### src/design/source_route_duplicate_filter_top_assert.svh
// Assertion macros for the duplicate filter.
// Each macro expects i_clk and i_rst_n in scope.
`ifndef SOURCE_ROUTE_DUPLICATE_FILTER_TOP_ASSERT_SVH
`define SOURCE_ROUTE_DUPLICATE_FILTER_TOP_ASSERT_SVH

// Same-cycle implication
`define SRDF_ASSERT_NOW(lbl, pre, post) \
    lbl: assert property (@(posedge i_clk) disable iff (!i_rst_n) (pre) |-> (post)) \
        else $error("srdf assertion failed");

// Next-cycle implication
`define SRDF_ASSERT_NEXT(lbl, pre, post) \
    lbl: assert property (@(posedge i_clk) disable iff (!i_rst_n) (pre) |=> (post)) \
        else $error("srdf assertion failed");

`endif

### src/design/srdf_pkg.sv
package srdf_pkg;

    // Default sizes
    localparam int STORE_DEPTH_DEF = 32;
    localparam int MAX_NODES_DEF   = 32;

    // Field widths
    localparam int REQ_W      = 2;
    localparam int MASK_W     = 32;
    localparam int BYTE_W     = 8;
    localparam int KEY_W      = 16;
    localparam int STAMP_W    = 16;
    localparam int NODE_W     = 5;
    localparam int LIFE_W     = 15;
    localparam int REASON_W   = 2;
    localparam int OCC_W      = 6;
    localparam int CFG_IDX_W  = 1;
    localparam int CFG_DATA_W = 15;

    // Key is direction * KEY_SCALE + seq, mod 2^16
    localparam logic [KEY_W-1:0] KEY_SCALE = 16'd1000;

    // Config reset values
    localparam logic [NODE_W-1:0] NODE_RESET = '0;
    localparam logic [LIFE_W-1:0] LIFE_RESET = 15'd1000;

    // Config register indexes
    localparam logic [CFG_IDX_W-1:0] CFG_NODE_INDEX = 1'b0;
    localparam logic [CFG_IDX_W-1:0] CFG_LIFETIME   = 1'b1;

    // Request codes
    localparam logic [REQ_W-1:0] REQ_RECV = 2'd0;
    localparam logic [REQ_W-1:0] REQ_SEND = 2'd1;
    localparam logic [REQ_W-1:0] REQ_TICK = 2'd2;

    // Result reason codes
    localparam logic [REASON_W-1:0] RSN_ACCEPT    = 2'd0;
    localparam logic [REASON_W-1:0] RSN_OFF_ROUTE = 2'd1;
    localparam logic [REASON_W-1:0] RSN_DUP       = 2'd2;
    localparam logic [REASON_W-1:0] RSN_TICK      = 2'd3;

    // Sequencer states
    typedef enum logic [2:0] {
        ST_IDLE,
        ST_DECIDE,
        ST_SEARCH,
        ST_APPEND,
        ST_TICK_RD,
        ST_TICK_CMP,
        ST_OUT
    } t_state;

endpackage

### src/design/source_route_duplicate_filter_top.sv
// Sequence: a receive goes to decide, then to out when off route, else to search (one
//   compare a cycle, from the oldest key) and to out on a duplicate, or to append and
//   out; a local send goes decide, append, out; an undefined request goes decide, out;
//   a tick reads and compares oldest stamps, expiring keys until one survives or none is left.
// Throughput: one item at a time; the next item is accepted after the result is taken.
//   Config writes are always ready. Reset (synchronous, active low) clears
//   pointers, count, time and config to defaults; key and stamp memories are kept.
module source_route_duplicate_filter_top #(
    parameter int STORE_DEPTH = srdf_pkg::STORE_DEPTH_DEF,
    parameter int MAX_NODES   = srdf_pkg::MAX_NODES_DEF
) (
    input  logic                             i_clk,
    input  logic                             i_rst_n,
    // config write channel
    input  logic                             i_cfg_valid,
    output logic                             o_cfg_ready,
    input  logic [srdf_pkg::CFG_IDX_W-1:0]   i_cfg_index,
    input  logic [srdf_pkg::CFG_DATA_W-1:0]  i_cfg_data,
    // input item channel
    input  logic                             i_in_valid,
    output logic                             o_in_stall,
    input  logic [srdf_pkg::REQ_W-1:0]       i_req_type,
    input  logic [srdf_pkg::MASK_W-1:0]      i_route_mask,
    input  logic [srdf_pkg::BYTE_W-1:0]      i_direction,
    input  logic [srdf_pkg::BYTE_W-1:0]      i_seq_number,
    // result channel
    output logic                             o_out_valid,
    input  logic                             i_out_stall,
    output logic                             o_accepted,
    output logic [srdf_pkg::REASON_W-1:0]    o_reason,
    output logic                             o_evicted,
    output logic [srdf_pkg::OCC_W-1:0]       o_occupancy,
    output logic [srdf_pkg::KEY_W-1:0]       o_dup_key
);
    import srdf_pkg::*;

    localparam int PTR_W = (STORE_DEPTH > 1) ? $clog2(STORE_DEPTH) : 1;
    localparam int CNT_W = $clog2(STORE_DEPTH + 1);
    localparam int SUM_W = PTR_W + 1;
    localparam logic [CNT_W-1:0] FULL_CNT = CNT_W'(STORE_DEPTH);
    localparam logic [SUM_W-1:0] DEPTH_S  = SUM_W'(STORE_DEPTH);
    localparam logic [PTR_W-1:0] LAST_PTR = PTR_W'(STORE_DEPTH - 1);
    localparam logic [NODE_W:0]  NODES_LIM = (NODE_W + 1)'(MAX_NODES);

    // circular pointer step
    function automatic logic [PTR_W-1:0] ptr_inc(input logic [PTR_W-1:0] p);
        return (p == LAST_PTR) ? '0 : p + 1'b1;
    endfunction

    // control state
    t_state              r_state, n_state;
    logic [PTR_W-1:0]    r_head, n_head;
    logic [CNT_W-1:0]    r_count, n_count;
    logic [STAMP_W-1:0]  r_time, n_time;
    logic [NODE_W-1:0]   r_node_index;
    logic [LIFE_W-1:0]   r_lifetime;
    logic [PTR_W-1:0]    r_rd_ptr, n_rd_ptr;
    logic [CNT_W-1:0]    r_idx, n_idx;
    logic                r_cmp_vld, n_cmp_vld;

    // item payload
    logic [REQ_W-1:0]    r_req;
    logic [MASK_W-1:0]   r_mask;
    logic [KEY_W-1:0]    r_key;
    logic [KEY_W-1:0]    n_key;

    // result payload
    logic                r_res_acc, n_res_acc;
    logic [REASON_W-1:0] r_res_reason, n_res_reason;
    logic                r_res_ev, n_res_ev;
    logic [KEY_W-1:0]    r_res_key, n_res_key;

    // memories
    logic [KEY_W-1:0]    key_mem   [STORE_DEPTH];
    logic [STAMP_W-1:0]  stamp_mem [STORE_DEPTH];
    logic [KEY_W-1:0]    r_rd_key;
    logic [STAMP_W-1:0]  r_rd_stamp;
    logic [PTR_W-1:0]    rd_addr;
    logic [PTR_W-1:0]    wr_addr;
    logic                wr_en;

    logic                in_take;
    logic                on_route;
    logic                key_hit;
    logic [SUM_W-1:0]    tail_sum;
    logic [PTR_W-1:0]    tail_ptr;
    logic [STAMP_W-1:0]  age;

    // handshakes
    assign o_cfg_ready = 1'b1;
    assign o_in_stall  = (r_state != ST_IDLE);
    assign o_out_valid = (r_state == ST_OUT);
    assign in_take     = i_in_valid && !o_in_stall;

    // key of the incoming item
    assign n_key = KEY_W'(KEY_W'(i_direction) * KEY_SCALE) + KEY_W'(i_seq_number);

    // route check, node index at or beyond MAX_NODES is off route
    assign on_route = ((NODE_W + 1)'(r_node_index) < NODES_LIM) && r_mask[r_node_index];

    // append slot: (head + count) mod depth
    assign tail_sum = SUM_W'(r_head) + SUM_W'(r_count);
    assign tail_ptr = (tail_sum >= DEPTH_S) ? PTR_W'(tail_sum - DEPTH_S) : PTR_W'(tail_sum);

    // compare logic on the registered memory read data
    assign key_hit = r_cmp_vld && (r_rd_key == r_key);
    assign age     = r_time - r_rd_stamp;

    // outputs
    assign o_accepted  = r_res_acc;
    assign o_reason    = r_res_reason;
    assign o_evicted   = r_res_ev;
    assign o_occupancy = OCC_W'(r_count);
    assign o_dup_key   = r_res_key;

    // control registers
    always_ff @(posedge i_clk) begin
        if (!i_rst_n) begin
            r_state      <= ST_IDLE;
            r_head       <= '0;
            r_count      <= '0;
            r_time       <= '0;
            r_node_index <= NODE_RESET;
            r_lifetime   <= LIFE_RESET;
            r_rd_ptr     <= '0;
            r_idx        <= '0;
            r_cmp_vld    <= 1'b0;
        end else begin
            r_state   <= n_state;
            r_head    <= n_head;
            r_count   <= n_count;
            r_time    <= n_time;
            r_rd_ptr  <= n_rd_ptr;
            r_idx     <= n_idx;
            r_cmp_vld <= n_cmp_vld;
            if (i_cfg_valid && o_cfg_ready) begin
                unique case (i_cfg_index)
                    CFG_NODE_INDEX: r_node_index <= i_cfg_data[NODE_W-1:0];
                    CFG_LIFETIME:   r_lifetime   <= i_cfg_data[LIFE_W-1:0];
                    default: ;
                endcase
            end
        end
    end

    // item and result payload
    always_ff @(posedge i_clk) begin
        if (in_take) begin
            r_req  <= i_req_type;
            r_mask <= i_route_mask;
            r_key  <= n_key;
        end
        r_res_acc    <= n_res_acc;
        r_res_reason <= n_res_reason;
        r_res_ev     <= n_res_ev;
        r_res_key    <= n_res_key;
    end

    // key and stamp memories, registered read
    always_ff @(posedge i_clk) begin
        if (wr_en) begin
            key_mem[wr_addr]   <= r_key;
            stamp_mem[wr_addr] <= r_time;
        end
        r_rd_key   <= key_mem[rd_addr];
        r_rd_stamp <= stamp_mem[rd_addr];
    end

    // sequencer
    always_comb begin
        n_state      = r_state;
        n_head       = r_head;
        n_count      = r_count;
        n_time       = r_time;
        n_rd_ptr     = r_rd_ptr;
        n_idx        = r_idx;
        n_cmp_vld    = r_cmp_vld;
        n_res_acc    = r_res_acc;
        n_res_reason = r_res_reason;
        n_res_ev     = r_res_ev;
        n_res_key    = r_res_key;
        rd_addr      = r_rd_ptr;
        wr_addr      = tail_ptr;
        wr_en        = 1'b0;

        unique case (r_state)
            ST_IDLE: begin
                if (in_take) begin
                    n_state = ST_DECIDE;
                end
            end

            ST_DECIDE: begin
                // defaults cover tick and undefined request
                n_res_acc    = 1'b0;
                n_res_reason = RSN_TICK;
                n_res_ev     = 1'b0;
                n_res_key    = '0;
                n_rd_ptr     = r_head;
                n_idx        = '0;
                n_cmp_vld    = 1'b0;
                unique case (r_req)
                    REQ_RECV: begin
                        n_res_key = r_key;
                        if (!on_route) begin
                            n_res_reason = RSN_OFF_ROUTE;
                            n_state      = ST_OUT;
                        end else begin
                            n_state = ST_SEARCH;
                        end
                    end
                    REQ_SEND: begin
                        n_res_key = r_key;
                        n_state   = ST_APPEND;
                    end
                    REQ_TICK: begin
                        n_time  = r_time + 1'b1;
                        n_state = ST_TICK_RD;
                    end
                    default: begin
                        n_state = ST_OUT;
                    end
                endcase
            end

            // one read issued and one compare done per cycle
            ST_SEARCH: begin
                if (key_hit) begin
                    n_res_reason = RSN_DUP;
                    n_cmp_vld    = 1'b0;
                    n_state      = ST_OUT;
                end else if ((r_idx == r_count) && !r_cmp_vld) begin
                    n_state = ST_APPEND;
                end else if (r_idx != r_count) begin
                    rd_addr   = r_rd_ptr;
                    n_rd_ptr  = ptr_inc(r_rd_ptr);
                    n_idx     = r_idx + 1'b1;
                    n_cmp_vld = 1'b1;
                end else begin
                    n_cmp_vld = 1'b0;
                end
            end

            // store key, evicting the oldest when full
            ST_APPEND: begin
                wr_en        = 1'b1;
                n_res_acc    = 1'b1;
                n_res_reason = RSN_ACCEPT;
                if (r_count == FULL_CNT) begin
                    wr_addr  = r_head;
                    n_head   = ptr_inc(r_head);
                    n_res_ev = 1'b1;
                end else begin
                    wr_addr = tail_ptr;
                    n_count = r_count + 1'b1;
                end
                n_state = ST_OUT;
            end

            // expiry: read oldest stamp
            ST_TICK_RD: begin
                rd_addr = r_head;
                if (r_count == '0) begin
                    n_state = ST_OUT;
                end else begin
                    n_state = ST_TICK_CMP;
                end
            end

            ST_TICK_CMP: begin
                if (age >= STAMP_W'(r_lifetime)) begin
                    n_head  = ptr_inc(r_head);
                    n_count = r_count - 1'b1;
                    n_state = ST_TICK_RD;
                end else begin
                    n_state = ST_OUT;
                end
            end

            ST_OUT: begin
                if (!i_out_stall) begin
                    n_state = ST_IDLE;
                end
            end

            default: begin
                n_state = ST_IDLE;
            end
        endcase
    end

    // checks
    `include "source_route_duplicate_filter_top_assert.svh"

    `SRDF_ASSERT_NOW(a_count_bound, 1'b1, r_count <= FULL_CNT)
    `SRDF_ASSERT_NOW(a_evict_full, o_out_valid && o_evicted, r_count == FULL_CNT)
    `SRDF_ASSERT_NOW(a_accept_nonempty, o_out_valid && o_accepted, r_count != '0)
    `SRDF_ASSERT_NEXT(a_take_decide, in_take, r_state == ST_DECIDE)
    `SRDF_ASSERT_NEXT(a_write_result, wr_en, o_out_valid && o_accepted)

endmodule
### config.mk
export PLATFORM = sky130hd
export DESIGN_NAME = source_route_duplicate_filter_top
export DESIGN_NICKNAME = d
export VERILOG_FILES = /design/src/design/srdf_pkg.sv /design/src/design/source_route_duplicate_filter_top.sv
export VERILOG_INCLUDE_DIRS = /design/src /design/src/design
export SDC_FILE = /design/constraint.sdc
export NUM_CORES = 2
export LEC_CHECK = 0
export ABC_AREA = 1
export CORE_UTILIZATION = 35
export CTS_CLUSTER_SIZE = 25
export DETAILED_ROUTE_END_ITERATION = 16
export DONT_BUFFER_PORTS = 1
export HOLD_SLACK_MARGIN = 0.03
export PLACE_DENSITY_LB_ADDON = 0.3
export SYNTH_ARGS = -nofsm -noshare
export SYNTH_HDL_FRONTEND = slang
export SYNTH_SLANG_ARGS = --single-unit
### constraint.sdc
create_clock -name i_clk -period 4.1 [get_ports i_clk]
set_clock_uncertainty 0.05 [all_clocks]
set_input_delay 0.615 -clock i_clk [delete_from_list [all_inputs] [get_ports i_clk]]
set_output_delay 0.615 -clock i_clk [all_outputs]
set_load 0.005 [all_outputs]
## Word-level counts from Yosys, hierarchy flattened

Memories as Yosys holds them, arrays and structs flattened. A register that Yosys moved wholly into a read port is not among the register bits.
Index checks and enable logic that the tools add are counted.

- Logic and storage cells: 127
- Memory bits (writable): 1,024
- Register bits: 132
- Memories kept: 2

Memories:

| memory | words | width | read ports | clocked after memory_dff | write ports | RTL line | source |
|---|---|---|---|---|---|---|---|
| key_mem | 32 | 16 | 1 | 1 | 1 | source_route_duplicate_filter_top.sv:74 | `logic [KEY_W-1:0] key_mem [STORE_DEPTH];` |
| stamp_mem | 32 | 16 | 1 | 1 | 1 | source_route_duplicate_filter_top.sv:75 | `logic [STAMP_W-1:0] stamp_mem [STORE_DEPTH];` |

- Equal/unequal tests: 25
- Bitwise gates (word level): 1
- Muxes and demuxes: 45
- Reduce and logical (&&, ||, !) cells: 24
- $mul: 1
- Add/sub/neg operators: 10
- Magnitude comparators: 3

Operator list:

| kind | number |
|---|---|
| $mux W5 | 11 |
| $mux W6 | 5 |
| $pmux W6 S2 | 2 |
| $pmux W3 S7 | 1 |
| $pmux W5 S2 | 2 |
| $ne A2 B2 Y1 const B | 9 |
| $add A16 B1 Y16 const B | 1 |
| $add A16 B8 Y16 | 1 |
| $eq A16 B16 Y1 | 1 |
| $ge A16 B15 Y1 | 1 |
| $sub A16 B16 Y16 | 1 |
| $mux W3 | 5 |
| $mul A8 B7 Y13 const B | 1 |
| $add A6 B1 Y6 const B | 2 |
| $reduce_and A2 Y1 | 6 |
| $add A5 B1 Y5 const B | 2 |
| $eq A5 B5 Y1 const B | 2 |
| $mux W2 | 5 |
| $eq A3 B3 Y1 const B | 3 |
| $pmux W3 S3 | 1 |
| $reduce_and A3 Y1 | 3 |
| $mux W1 | 8 |
| $add A5 B6 Y6 | 1 |
| $eq A3 B2 Y1 const B | 2 |
| other kinds (24) | 33 |

## Longest topological paths before layout

- Depth after elaboration: 6
- Depth in mapped cells: 22

## Worst setup path before layout

No wires, ideal clock.

- Path type: input to register
- Start point: input port i_direction[0] (netlist bit)
- End point: register r_key[15] (data pin)
- Buffers on the path: 0
- Setup slack: -0.345 ns
- Required time: 3.789 ns
- Library setup time: 0.261 ns
- Stages on the path: 18
- Arrival time: 4.134 ns
- Cells stage by stage: fa_1 > xor2_1 > ha_1 > fa_1 > inv_1 > fa_1 > inv_1 > ha_1 > nand2_1 > o21ai_0 > a21oi_1 > o21bai_1 > xor2_1 > inv_1 > nand2_1 > nor2_1 > nand2_1 > xor2_1

- Word-level cells in the longest chain between the ends: 2

Ends and longest elaborated chain:

| what | RTL line | source |
|---|---|---|
| start, declared | source_route_duplicate_filter_top.sv:24 | `input logic [srdf_pkg::BYTE_W-1:0] i_direction,` |
| $mul A8 B7 Y13 | source_route_duplicate_filter_top.sv:96 | `assign n_key = KEY_W'(KEY_W'(i_direction) * KEY_SCALE) + KEY_W'(i_seq_number);` |
| $add A16 B8 Y16 | source_route_duplicate_filter_top.sv:96 |  |
| net n_key[15] | source_route_duplicate_filter_top.sv:65 | `logic [KEY_W-1:0] n_key;` |
| end signal, assigned | source_route_duplicate_filter_top.sv:151 | `r_key <= n_key;` |
| end, declared | source_route_duplicate_filter_top.sv:64 | `logic [KEY_W-1:0] r_key;` |

The timed path passes the listed nets, and every way through them passes these cells.
A chain may end at the register's enable or synchronous reset.

## Worst setup path after layout

- Start point: register r_time[1]
- End point: register r_head[1]

- Word-level cells in the longest chain between the ends: 4

Ends and longest elaborated chain:

| what | RTL line | source |
|---|---|---|
| start, declared | source_route_duplicate_filter_top.sv:54 | `logic [STAMP_W-1:0] r_time, n_time;` |
| start signal, assigned | source_route_duplicate_filter_top.sv:132 | `r_time <= n_time;` |
| $sub A16 B16 Y16 | source_route_duplicate_filter_top.sv:107 | `assign age = r_time - r_rd_stamp;` |
| $ge A16 B15 Y1 | source_route_duplicate_filter_top.sv:271 | `if (age >= STAMP_W'(r_lifetime)) begin` |
| $ne A2 B2 Y1 (no source line) | n/a |  |
| $reduce_and A3 Y1 (no source line) | n/a |  |
| end signal, assigned | source_route_duplicate_filter_top.sv:130 | `r_head <= n_head;` |
| end, declared | source_route_duplicate_filter_top.sv:52 | `logic [PTR_W-1:0] r_head, n_head;` |

Every way passes these cells.

==> flow_metrics.tcl <==
set metrics [dict create \
    slew_viol_final 0 \
    cp_slowest_cell "dfxtp_1" \
    ys_seq_elements 1188 \
    period_needed_ns 3.69 \
    ctsRootBufferMaster "clkbuf_16" \
    post-cts-setup-buffers 0 \
    cp_cell_sequence "inv_1, fa_1, inv_1, a21oi_1, o21ai_0, a31oi_1, o21ai_0, xor2_1, inv_1, ha_1, nand3_1, o211ai_1, inv_1, nand2_1, nand2_1, nand2_1, nand2_1, nand2_1, nor2_1" \
    power_density_nw_per_um2 547 \
    core_um2 140000 \
    crit_required_ns 4.61 \
    startpoint_type "flop" \
    num-fill-cells 13000 \
    ir_drop_mv 0.808 \
    cp_top_family "compound AO/OA/AOI/OAI gates" \
    path_max_fanout 8 \
    hp-class "input port to flop" \
    max_freq_mhz 271 \
    ys.warnings.count 0 \
    final_hold_viol_count 0 \
    synth_edf_count 1094 \
    arrival_ns 4.20 \
    n_antenna_cell 0 \
    area_growth_pct 15.8 \
    grt_pass1_vias 31400 \
    final_nets 4159 \
    dieWidth_um 377 \
    grt_pass1_wl_um 204000 \
    netlist_instances 3902 \
    fin_util_pct 40.9 \
    wirelength_um 138000 \
    rows 137 \
    gp_congestion 0.788 \
    rsz0062_at_grt "no" \
    critPathKind "flop to flop" \
    grt_max_degree 261 \
    die_h_um 377 \
    dp_slack_ns -0.272 \
    die-area_um2 142000 \
    p_leak_nw 20.1 \
    start_util_pct 35.3 \
    cts_tree "built" \
    syn_area_um2 49300 \
    clk_latency_ns 0.71 \
    outcome "completed" \
    cp_num_buf_inv 4 \
    crit_path_max_incr_delay_ns 0.49 \
    num_vias 32100 \
    ys_types 53 \
    endpoint_kind "flop" \
    drtIter0Drc 3117 \
    ys_seq_area_share_pct 70.5 \
    cts_made_buffers 119 \
    grt_overflow 0 \
    io-pin-count 100 \
    relSlewSlack_pct 18.5 \
    cts_max_level 3 \
    ant_nets 0 \
    dr.pass1.iters 7 \
    ctsLongestPathBuffers 3 \
    path_clk_slew_ns 0.06 \
    drive_gt1_share_pct 9.78 \
    setup_viol 0 \
    synthArstFlopShare_pct 0 \
    synth_flop_cell "edfxtp_1" \
    grtUsageTotal_pct 19.2 \
    syn_nets 4077 \
    clkSinkCount 1188 \
    worstMarginPinSlew_ns 1.22 \
    syn_avg_cell_area_um2 12.6 \
    numPlacedInstances 5692 \
    numPortBuffers 0 \
    cpMostUsedCell "nand2_1" \
    final_cells 5964 \
    fin_ws_ns 0.410 \
    finalCritPeriodShare_pct 90.0 \
    grt_antenna_before_repair 0 \
    drc_errors 0 \
    dp_hpwl_um 71400 \
    wl_per_cell_um 23.1 \
    drv_cap 0 \
    vias_per_cell 5.39 \
]
timing repair:
item | 4_1_cts | 5_1_grt
endpoints found under the hold margin | 77 | 0
gates resized for setup | 0 | 1
setup endpoints to repair | 0 | 3
hold buffers | 47 | 0
logic make-up after synthesis:
| family | after synthesis | share of synthesized area, % |
|---|---|---|
| and+or+nand+nor | 1090 | 9.08 |
| AOI/OAI and AO/OA | 1029 | 12.6 |
| adders and majority gates | 104 | 3.02 |
| DFF | 1188 | 70.5 |
| xor gates and xnor gates | 55 | 0.977 |
| other | 1 | 0.00761 |
| buffers and inverters | 435 | 3.83 |
final timing paths:
| kind | startpoint | to | slack [ns] | cells after the start |
|---|---|---|---|---|
| worst max-delay path | r_time[1] | r_head[1] | 0.41 | 19 |
| worst min-delay path | i_cfg_data[2] | r_lifetime[2] | 0.08 | 2 |
| worst max register to register | r_time[1] | r_head[1] | 0.41 | 19 |
| worst min register to register | r_lifetime[2] | r_lifetime[2] | 0.41 | 2 |
cells in the final DEF (no fill, tap or decap), drive strengths merged, types with 94 or more instances in the layout:
cell / n
o21ai: 623
nand2: 187
o221ai: 220
clkbuf: 176
nor2: 675
edfxtp: 1094
nand3: 179
inv: 202
dfxtp: 94
buf: 151
where the power goes:
part	leakage [nW]	switching, mW	internal [mW]
sequential	11.5	0.489	14.4
combinational	6.57	3.44	1.71
clock	1.97	4.57	6.60
cells in the mapped netlist, types with 12 or more instances:
library cell  count  area share [%]
a21oi_1          80            0.81
buf_1            15            0.11
buf_2           123             1.2
clkbuf_1         71            0.54
dfxtp_1          94             3.8
edfxtp_1       1094              67
fa_1             25             1.0
ha_1             79             2.0
inv_1           190             1.4
nand2_1         183             1.4
nand3_1         177             1.8
nand4_1          12            0.15
nor2_1          670             5.1
nor3_1           20            0.20
o211ai_1         15            0.23
o21a_1           36            0.55
o21ai_0         500             5.1
o21ai_1         121             1.2
o221ai_1        220             3.9
o22ai_1          39            0.49
xnor2_1          24            0.43
xor2_1           31            0.55
worst register-to-register path: stages (launching register included):
cell	delay (ns)
dfxtp_1	0.49
inv_1	0.15
fa_1	0.50
inv_1	0.08
a21oi_1	0.10
o21ai_0	0.30
a31oi_1	0.18
o21ai_0	0.23
xor2_1	0.17
inv_1	0.06
ha_1	0.26
nand3_1	0.09
o211ai_1	0.18
inv_1	0.07
nand2_1	0.09
nand2_1	0.16
nand2_1	0.24
nand2_1	0.07
nand2_1	0.06
nor2_1	0.04
metal layers:
layer / up-vias / wire length (um) / global-route usage (%) / share of wire [%]
met5: - / 0 / 0 / 0
li1: 14600 / - / - / -
met2: 1146 / 64600 / 31.2 / 47
met4: 0 / 5280 / 7.28 / 3.8
met3: 233 / 9310 / 3.00 / 6.8
met1: 16200 / 58400 / 25.7 / 42
layout make-up:
class	count	area, um2	area share, %
Clock inverter	49	593	1.04
Inverter	199	774	1.36
Timing Repair Buffer	197	2210	3.87
Clock buffer	176	3440	6.02
Multi-Input combinational cell	2279	13000	22.7
Sequential cell	1188	34700	60.9
Tap cell	1876	2350	4.11
through the flow:
stage          TNS, ns  hold slack, ns  instance area [um2]  power (mW)
2_1_floorplan   -0.317           0.385                49300        18.1
3_3_place_gp     -1.07           0.401                52500        20.2
3_5_place_dp    -0.997           0.405                52500        20.2
4_1_cts              0          0.0325                57100        31.4
5_1_grt              0          0.0432                57100        32.4
6_report             0          0.0806                57100        31.2
sequential cells by signal, summed over array words and instances (netlist names):
name and flops:
r_cmp_vld 1, r_mask 32, o_occupancy 6, r_key 16, o_dup_key 16, r_time 16
r_req 2, r_state 3, r_rd_key 16, r_rd_ptr 5, r_idx 6, r_head 5
o_accepted 1, r_rd_stamp 16, r_lifetime 15, key_mem 512, stamp_mem 512, r_node_index 5
o_evicted 1, o_reason 2
Note: power is estimated with default switching activity, not from simulation.
